### src/hdl/sss_ram.sv
// Generic single-write, single-read RAM with registered read data.
// No dependencies.
module sss_ram #(
    parameter int WIDTH = 8,
    parameter int DEPTH = 16
) (
    input  logic                     clk,
    input  logic                     we,
    input  logic [$clog2(DEPTH)-1:0] waddr,
    input  logic [WIDTH-1:0]         wdata,
    input  logic [$clog2(DEPTH)-1:0] raddr,
    output logic [WIDTH-1:0]         rdata
);
    logic [WIDTH-1:0] mem [DEPTH];

    always_ff @(posedge clk)
    begin
        if (we)
        begin
            mem[waddr] <= wdata;
        end
        rdata <= mem[raddr];
    end
endmodule

### config.mk
export PLATFORM = sky130hd
export DESIGN_NAME = sss_ram
export DESIGN_NICKNAME = d
export VERILOG_FILES = /design/src/hdl/sss_ram.sv
export SDC_FILE = /design/constraint.sdc
export NUM_CORES = 1
export LEC_CHECK = 0
export BUFFER_PORTS_ARGS = -buffer_cell sky130_fd_sc_hd__buf_2
export CORE_MARGIN = 5
export CORE_UTILIZATION = 25
export CTS_CLUSTER_SIZE = 24
export DETAILED_ROUTE_END_ITERATION = 16
export HOLD_SLACK_MARGIN = 0.1
export MAX_ROUTING_LAYER = met4
export PLACE_DENSITY = 0.44
export SYNTH_ARGS = -nofsm -noshare
export SYNTH_HDL_FRONTEND = slang
export SYNTH_SLANG_ARGS = --single-unit
### constraint.sdc
create_clock -name clk -period 2.2 [get_ports clk]
set_clock_uncertainty 0.1 [all_clocks]
set_input_delay 0.44 -clock clk [delete_from_list [all_inputs] [get_ports clk]]
set_output_delay 0.44 -clock clk [all_outputs]
set_load 0.02 [all_outputs]
==> out/qor.txt, run 1 <==
1st-pass router iterations -> 5
power share of the sequential group -> 0.469
most frequent cells after synthesis -> 128 x edfxtp_1, 18 x mux4_2, 16 x a22oi_1
HP Class -> in2reg
dpl hpwl -> 7.322 mm
via count -> 2,412
Die Area -> 23,560 sq um
Tmin final -> 1.543 ns
fin util -> 0.3151
Synth cell types -> 19
Slew headroom -> 0.4431
clk slew on worst S/H paths -> 0.06 ns
number of routed nets with antenna violations -> 0
CTS buffer count -> 17
Core Area -> 20,230 sq um
status -> finished clean
gr ovfl total -> 0
endpoints failing setup -> 0
post-synth top area cell -> edfxtp_1
Slew Limit Fails -> 0
H-tree lvl count -> 4
gpl congestion -> 0.7254
Setup WS post-layout -> 0.6574 ns
period utilization -> 0.7012
Main synth FF type -> edfxtp_1
CP required -> 1.66 ns
Max Fclk -> 648.3 MHz
Post-synth EDFFs -> 128
Critical-path top delay cell -> dfxtp_1
Clock Sink Count -> 136
syn_area_per_cell -> 22.48 sq um
hold-fix buffers at CTS -> 0
synthesized area -> 5147 sq um
port bufs -> 25
DP Worst Slack -> 0.1712 ns
Comb pwr share -> 0.048
Ant. Diodes -> 0
CTS tree -> built
crit path buf inv count -> 1
final-report hold violation count -> 0
Initial Util -> 0.2544
Die Ht -> 153.5 microns
vias in the first global route -> 2,579
initial antenna violation count -> 0
cells along the critical path -> buf_2
clock tree buffer depth -> 2
Ys Warns -> 0
CP delay by family, top -> flip-flops
fin nets -> 305
most frequent cell after synthesis -> edfxtp_1
top cell type's share of synthesized area -> 0.7467
top post-synthesis cells by area -> edfxtp_1 75%, mux4_2 7.9%, mux4_1 7.1%, dfxtp_1 3.1%, a22oi_1 2.3%
clock share of power -> 0.484
# IOs -> 26
critical path type -> reg2out
vias per cell -> 4.232
drt total wl -> 11.03 mm
DP Cell Count -> 538
RSZ-0062 raised after global routing -> no
Die W -> 153.5 microns
flops & latches, synth -> 136
gr usage total -> 0.1014
Post-CTS Resized -> 0
Root Buffer -> clkbuf_16
layout cells sized above 1 -> 0.3200
clk_lat worst skew -> 0.41 ns
largest net degree at the start of global routing -> 33
slowest stage delay, CP -> 0.40 ns
Cell Rows -> 52
Seq/Total Area, Yosys -> 0.7778
ys async rst share -> 0
leakage power total -> 0.002130 uW
type of origin of the critical path -> register
actual slew at the worst max-slew pin -> 0.8336 ns
global-route wire length before repair -> 16.79 mm
drt drc -> 0
Setup Buffers After CTS -> 0
PnR Total Power -> 6228 uW
drt wl/cell -> 19.36 microns
CP Capture Type -> output port
Setup TNS -> 0 ns
Syn Inst Count -> 229
peak supply drop -> 0.0005244 V
Syn Nets -> 247
Switch Pwr -> 1214 uW
DRT iter0 DRCs -> 217
critical path peak fanout -> 1
WP data arrival -> 1.00 ns
maxcap violations -> 0
Int Pwr -> 5014 uW
switch share -> 0.1949
PwrDens -> 976.8 nW/um^2
Non-Filler Instances -> 570
Area growth syn-to-layout -> 23.87%
==> layout by cell type, fill, tap and decap left out, types with 2 or more instances in the layout <==
| cell type | count |
|---|---|
| edfxtp_1 | 128 |
| buf_2 | 25 |
| buf_4 | 21 |
| mux4_2 | 18 |
| clkbuf_16 | 17 |
| a22oi_1 | 16 |
| mux4_1 | 14 |
| nor2_1 | 13 |
| nand2_1 | 9 |
| dfxtp_1 | 8 |
| bufinv_16 | 5 |
| nor3_1 | 4 |
| clkinvlp_4 | 4 |
| clkinv_1 | 3 |
| buf_12 | 3 |
| nand3b_1 | 2 |
| nand2b_1 | 2 |
==> area by class of cell <==
cell class                 count  area (sq um)
clock buffer                  18         429.2
sequential                   136          4004
clock inverter                14         205.2
tap                          270         337.8
multi-input combinational     83          1057
timing repair buffer          49         342.8
fill                        1950         13860
==> worst paths after layout <==
path                      to  cells after the start        from  slack (ns)
hold / removal    mem[14][2]                      1    wdata[2]        0.31
setup reg to reg    rdata[7]                      3  mem[11][7]        0.71
hold reg to reg     rdata[3]                      3   mem[8][3]        0.57
setup / recovery    rdata[2]                      1    rdata[2]        0.66
==> power groups by stage <==
stage	clock [uW]	sequential, uW	combinational [uW]
global placement	0	2970	302
finish	3010	2920	296
global route	3200	2920	324
CTS	3070	2920	305
detailed placement	0	2970	304
floorplan	0	2980	147
==> flip-flops by register name (all words and copies together), names as in the netlist <==
name,count
mem,128
rdata,8
==> kinds of logic (layout without fill, tap and decap cells) <==
logic type	count (synthesis)	count (layout)	synth area share
flip-flops	136	136	0.7778
AND/OR/NAND/NOR	35	35	0.03184
multiplexers	32	32	0.1502
AO/OA/AOI/OAI	16	16	0.02334
buffers and inverters	10	81	0.01677
==> layer usage <==
metal / track usage / vias to the layer above / wire (microns)
met5: - / - / 0
met4: 0.03280 / 0 / 122
met3: 0.03260 / 11 / 524
met2: 0.1435 / 56 / 4967
met1: 0.1391 / 1258 / 5420
li1: - / 1087 / -
==> through the flow <==
step           instance area, sq um  hold slack [ns]
2_1_floorplan                  5147           0.4389
3_3_place_gp                   5742           0.5588
3_5_place_dp                   5742           0.5639
4_1_cts                        6376           0.2990
5_1_grt                        6376           0.3106
6_report                       6376           0.3140
No activity file was read; power rests on OpenSTA's default activity.
==> run 2, diff against run 1 <==
- ABC_AREA: not set -> 1
- clock period: 2.2 -> 1.5 ns (I/O delays scaled with it)
==> out/qor.txt, run 2 <==
status -> finished clean
drt drc -> 0 (unchanged)
power share of the sequential group -> 0.487 (+0.018)
most frequent cells after synthesis -> 173 x nand2_1, 128 x edfxtp_1, 100 x inv_1
PwrDens -> 1270 nW/um^2 (+30%)
Post-CTS Resized -> 0 (unchanged)
mux cell area share after synthesis -> 0 (-0.1502)
most frequent cells in the layout -> 173 x nand2_1, 128 x edfxtp_1, 100 x inv_1, 97 x nand3_1, 25 x buf_2
largest net degree at the start of global routing -> 65 (+97%)
Tmin final -> 1.355 ns
Switch Pwr -> 1941 uW (+60%)
ys async rst share -> 0 (unchanged)
FF-to-FF Start -> mem[3][7]
HP Class -> in2reg
Cell Rows -> 55 (+5.8%)
gr usage total -> 0.1151 (+0.01370)
H-tree lvl count -> 4 (unchanged)
Post-Synth XOR/XNOR Area -> 0 (unchanged)
leakage power total -> 0.002956 uW (+39%)
Setup TNS -> 0 ns (unchanged)
register area -> 4004 sq um (unchanged)
R2R Setup Slk -> 0.35 ns (-0.36 ns)
clock share of power -> 0.447 (-0.037)
global-route wire length before repair -> 22.01 mm (+31%)
Synth Area in Compound Gates -> 0 (-0.02333)
slowest stage delay, CP -> 0.36 ns (-0.04 ns)
Die Area -> 26,210 sq um (+11%)
endpoints failing setup -> 0 (unchanged)
syn_area_per_cell -> 10.47 sq um (-53%)
Crit path depth -> 1 (unchanged)
Slew Limit Fails -> 0 (unchanged)
end of the critical path -> rdata[3]
Post-synth EDFFs -> 128 (unchanged)
vias per cell -> 4.135 (-2.3%)
Seq/Total Area, Yosys -> 0.6943 (-0.08354)
CP startpoint -> rdata[3]
synthesized area -> 5767 sq um (+12%)
Placed Area -> 6352 sq um (+11%)
CP delay by family, top -> flip-flops
hold-fix buffers at CTS -> 0 (unchanged)
drt wl/cell -> 15.56 microns (-20%)
cells along the critical path -> buf_2
Reg with most FFs -> mem
Initial Util -> 0.2539 (-0.0004509)
post-synthesis simple-gate area fraction -> 0.2105 (+0.1786)
Critical-path top delay cell -> dfxtp_1
layout cells sized above 1 -> 0.1377 (-0.1823)
Syn Inst Count -> 551 (+140%)
largest registers -> mem (128), rdata (8)
dpl hpwl -> 8.812 mm (+20%)
clk_lat worst skew -> 0.41 ns (about the same)
period utilization -> 0.9031
largest family of logic cells by synthesized area -> simple AND/OR/NAND/NOR gates
depth of the most critical reg-to-reg path -> 6 (+3)
Synth cell types -> 12 (-7)
1st-pass router iterations -> 5 (unchanged)
Root Buffer -> clkbuf_16
Area growth syn-to-layout -> 19.90%
Max Fclk -> 738.2 MHz
gr ovfl total -> 0 (unchanged)
CP Capture Type -> output port
drt total wl -> 13.92 mm (+26%)
Main synth FF type -> edfxtp_1
Die W -> 161.9 microns (+5.5%)
final-report hold violation count -> 0 (unchanged)
Setup Buffers After CTS -> 0 (unchanged)
critical path peak fanout -> 1 (unchanged)
Ant. Diodes -> 0 (unchanged)
Ys Warns -> 0 (unchanged)
crit path buf inv count -> 1 (unchanged)
via count -> 3,701 (+53%)
RSZ-0062 raised after global routing -> no
WP data arrival -> 0.95 ns (-0.05 ns)
most frequent cell after synthesis -> nand2_1
initial antenna violation count -> 0 (unchanged)
Synth Area in Adders -> 0 (unchanged)
Comb pwr share -> 0.066 (+0.018)
post-synth top area cell -> edfxtp_1
Die Ht -> 161.9 microns (+5.5%)
switch share -> 0.2211 (+0.02616)
Layout fillers -> 2,330 (+19%)
critical path type -> reg2out
number of routed nets with antenna violations -> 0 (unchanged)
top post-synthesis cells by area -> edfxtp_1 67%, nand2_1 11%, nand3_1 8.4%, inv_1 6.5%, dfxtp_1 2.8%
most common cell after layout, fill and taps aside -> nand2_1
top cell type's share of synthesized area -> 0.6665 (-0.08020)
# IOs -> 26 (unchanged)
clk slew on worst S/H paths -> 0.06 ns (about the same)
worst r2r dst -> rdata[7]
Clock Sink Count -> 136 (unchanged)
max reg flops -> 128 (unchanged)
DRT iter0 DRCs -> 216 (-0.46%)
CP required -> 1.10 ns (-0.56 ns)
actual slew at the worst max-slew pin -> 0.3981 ns (-0.4355 ns)
type of origin of the critical path -> register
Syn Nets -> 569 (+130%)
flops & latches, synth -> 136 (unchanged)
gpl congestion -> 0.7544 (+4.0%)
CTS tree -> built
peak supply drop -> 0.0007717 V (+47%)
maxcap violations -> 0 (unchanged)
fin nets -> 615 (+100%)
Int Pwr -> 6840 uW (+36%)
Core Area -> 22,710 sq um (+12%)
multi-input logic area -> 1214 sq um (+15%)
CTS buffer count -> 17 (unchanged)
Slew headroom -> 0.7346 (+0.2915)
clock tree buffer depth -> 2 (unchanged)
post-layout instance area -> 6914 sq um (+8.4%)
vias in the first global route -> 3,754 (+46%)
port bufs -> 25 (unchanged)
[run 2: worst min-delay path by stage]
stage                     startpoint        end  depth (start not counted)
after floorplan             wdata[0]  mem[0][0]                          0
after global placement    mem[12][2]   rdata[2]                          6
after detailed placement  mem[12][2]   rdata[2]                          6
after CTS                   wdata[1]  mem[0][1]                          1
after global routing        wdata[1]  mem[0][1]                          1
final                       wdata[1]  mem[0][1]                          1
[run 2: worst register-to-register path, stage by stage, from the launching register on]
cell	delay (ns)
edfxtp_1	0.36
inv_1	0.06
nand2_1	0.04
nand3_1	0.09
nand3_1	0.11
nand3_1	0.19
nand2_1	0.09
[run 2: power groups by stage]
stage	Sequential, uW	Combinational, uW	Clock (uW)
after floorplan	4380	300	0
after global placement	4360	593	0
after detailed placement	4360	595	0
after CTS	4280	597	4030
after global routing	4280	654	4200
final	4280	581	3920
[run 2: through the flow]
stage | power (uW) | hold slack, ns | worst slack, ns | cells | util
6_report | 8781 | 0.2099 | 0.1454 | 895 | 0.3045
5_1_grt | 9134 | 0.1987 | 0.08181 | 895 | 0.3045
4_1_cts | 8903 | 0.1937 | 0.1052 | 895 | 0.3045
3_5_place_dp | 4952 | 0.5393 | -0.08506 | 863 | 0.2797
3_3_place_gp | 4951 | 0.5511 | -0.06153 | 863 | 0.2797
2_1_floorplan | 4679 | 0.2989 | 0.1492 | 551 | -
[run 2: layout make-up]
| cell class | count | share of cell area |
|---|---|---|
| timing repair buffer | 51 | 0.05718 |
| inverter | 102 | 0.05537 |
| sequential | 136 | 0.5791 |
| clock buffer | 17 | 0.06153 |
| tap | 285 | 0.05157 |
| multi-input combinational | 289 | 0.1755 |
| clock inverter | 15 | 0.01972 |
[run 2: metal layers]
layer	wire length (microns)	global-route usage
met5	0	-
met4	241	0.03998
met3	504	0.02334
met2	6416	0.1760
met1	6759	0.1535
[run 2: cells by family (layout without fill, tap and decap cells)]
kind of cell           after synthesis  count (layout)
buffers and inverters              126             185
AND/OR/NAND/NOR                    289             289
flip-flops                         136             136
==> run 3, diff against run 2 <==
- CORE_MARGIN: 5 -> 4
- REMOVE_ABC_BUFFERS: not set -> 1
==> out/qor.txt, run 3 (synthesized netlist as in run 2, its figures left out) <==
critical path type -> reg2out
CP Capture Type -> output port
critical path peak fanout -> 1 (unchanged)
switch share -> 0.2115 (-0.009591)
max reg flops -> 128 (unchanged)
CTS buffer count -> 17 (unchanged)
Die Ht -> 159.9 microns (-1.2%)
Tmin final -> 1.373 ns (+0.01841 ns)
Initial Util -> 0.2547 (+0.0007719)
via count -> 3,751 (+1.4%)
fin nets -> 617 (+0.33%)
PwrDens -> 1305 nW/um^2 (+2.7%)
DR top layer -> met4
WP data arrival -> 0.97 ns (+0.02 ns)
Core Area -> 22,640 sq um (-0.30%)
# IOs -> 26 (unchanged)
Post-CTS Resized -> 0 (unchanged)
clk_lat worst skew -> 0.41 ns (about the same)
drt total wl -> 13.17 mm (-5.4%)
final-report hold violation count -> 0 (unchanged)
Reg with most FFs -> mem
Slew Limit Fails -> 0 (unchanged)
gr ovfl total -> 0 (unchanged)
clock share of power -> 0.469 (+0.022)
Cell Rows -> 55 (unchanged)
1st-pass router iterations -> 4 (-1)
Critical-path top delay cell -> dfxtp_1
global-route wire length before repair -> 21.23 mm (-3.5%)
layout cells sized above 1 -> 0.1375 (-0.0002254)
port bufs -> 25 (unchanged)
DRT iter0 DRCs -> 260 (+20%)
vias per cell -> 4.182 (+1.1%)
status -> finished clean
H-tree lvl count -> 4 (unchanged)
actual slew at the worst max-slew pin -> 0.3575 ns (-0.04056 ns)
most common cell after layout, fill and taps aside -> nand2_1
met3 WL -> 780 microns (+55%)
Max Fclk -> 728.3 MHz (-1.3%)
clock tree buffer depth -> 2 (unchanged)
met2 wire len -> 5.562 mm (-13%)
power share of the sequential group -> 0.470 (-0.017)
endpoints failing setup -> 0 (unchanged)
period utilization -> 0.9153 (+0.01227)
clk slew on worst S/H paths -> 0.06 ns (about the same)
Slew headroom -> 0.7616 (+0.02704)
Clock Sink Count -> 136 (unchanged)
RSZ-0062 raised after global routing -> no
CP delay by family, top -> flip-flops
Area growth syn-to-layout -> 21.05%
vias in the first global route -> 3,774 (+0.53%)
Placed Area -> 6360 sq um (+0.12%)
Switch Pwr -> 1926 uW (-0.79%)
CP required -> 1.10 ns (about the same)
leakage power total -> 0.002974 uW (+0.60%)
Setup TNS -> 0 ns (unchanged)
Setup WS post-layout -> 0.1270 ns (-0.01841 ns)
cells along the critical path -> buf_2
post-layout instance area -> 6980 sq um (+0.96%)
drt wl/cell -> 14.68 microns (-5.6%)
CTS tree -> built
type of origin of the critical path -> register
HP Class -> in2reg
wl on met1 -> 6.722 mm (-0.55%)
number of routed nets with antenna violations -> 0 (unchanged)
drt drc -> 0 (unchanged)
slowest stage delay, CP -> 0.38 ns (+0.02 ns)
peak supply drop -> 0.0006586 V (-15%)
R2R Setup Slk -> 0.42 ns (+0.07 ns)
maxcap violations -> 0 (unchanged)
Comb pwr share -> 0.061 (-0.005)
Die W -> 159.9 microns (-1.2%)
most frequent cells in the layout -> 173 x nand2_1, 128 x edfxtp_1, 100 x inv_1, 97 x nand3_1, 25 x buf_2
largest registers -> mem (128), rdata (8)
Die Area -> 25,560 sq um (-2.5%)
gr usage total -> 0.1115 (-0.003651)
initial antenna violation count -> 1 (+1)
largest net degree at the start of global routing -> 59 (-9.2%)
dpl hpwl -> 8.837 mm (+0.29%)
gpl congestion -> 0.8169 (+8.3%)
fin util -> 0.3083 (+0.003854)
DP Worst Slack -> 0.03270 ns (+0.1178 ns)
crit path buf inv count -> 1 (unchanged)
Int Pwr -> 7181 uW (+5.0%)
Root Buffer -> clkbuf_16
-- run 3: cell count changes in the layout (fill, tap and decap cells not counted), sizes merged --
cell,previous run,this run
diode,0,1
clkinvlp,2,4
dlygate4sd3,0,1
clkinv,11,6
bufinv,2,4
buf,51,52
-- run 3: per-stage QoR --
stage	hold slack (ns)	total power (uW)	instances
2_1_floorplan	0.2989	4608	527
3_3_place_gp	0.5355	4923	864
3_5_place_dp	0.5062	4923	864
4_1_cts	0.1642	9206	896
5_1_grt	0.1759	9472	897
6_report	0.1818	9107	897
-- run 3: area by class of cell --
cell class	instances	area, sq um
fill	2340	15660
antenna	1	2.502
clock buffer	17	425.4
timing repair buffer	53	412.9
inverter	102	382.9
multi-input combinational	289	1214
clock inverter	14	182.7
tap	285	356.6
sequential	136	4004
-- run 3: metal layers --
metal,up-vias,GRT usage
li1,1868,-
met1,1788,0.1580
met2,89,0.1562
met3,6,0.03458
met4,0,0.02698
met5,-,-
-- run 3: worst register-to-register path, stage by stage (launching register included) --
cell and delay (ns):
edfxtp_1 0.36, inv_1 0.07, nand2_1 0.04, nand3_1 0.10, nand3_1 0.12, nand3_1 0.13, nand2_1 0.06
-- run 3: path summary, 6_finish.rpt --
check | depth (start not counted) | start | end
setup / recovery | 1 | rdata[0] | rdata[0]
hold / removal | 1 | wdata[6] | mem[12][6]
setup reg to reg | 6 | mem[5][4] | rdata[4]
hold reg to reg | 6 | mem[10][0] | rdata[0]
-- run 3: power by group through the flow --
stage	Clock [uW]	Combinational (uW)	Sequential, uW
2_1_floorplan	0	229	4380
3_3_place_gp	0	566	4360
3_5_place_dp	0	566	4360
4_1_cts	4360	572	4280
5_1_grt	4550	635	4280
6_report	4270	558	4280
-- run 3: repair_timing --
| item | in CTS | in global routing |
|---|---|---|
| endpoints found under the setup margin | 0 | 0 |
| hold endpoints to repair | 1 | 0 |
| buffers inserted | 0 | 0 |
| hold buffers | 1 | 0 |
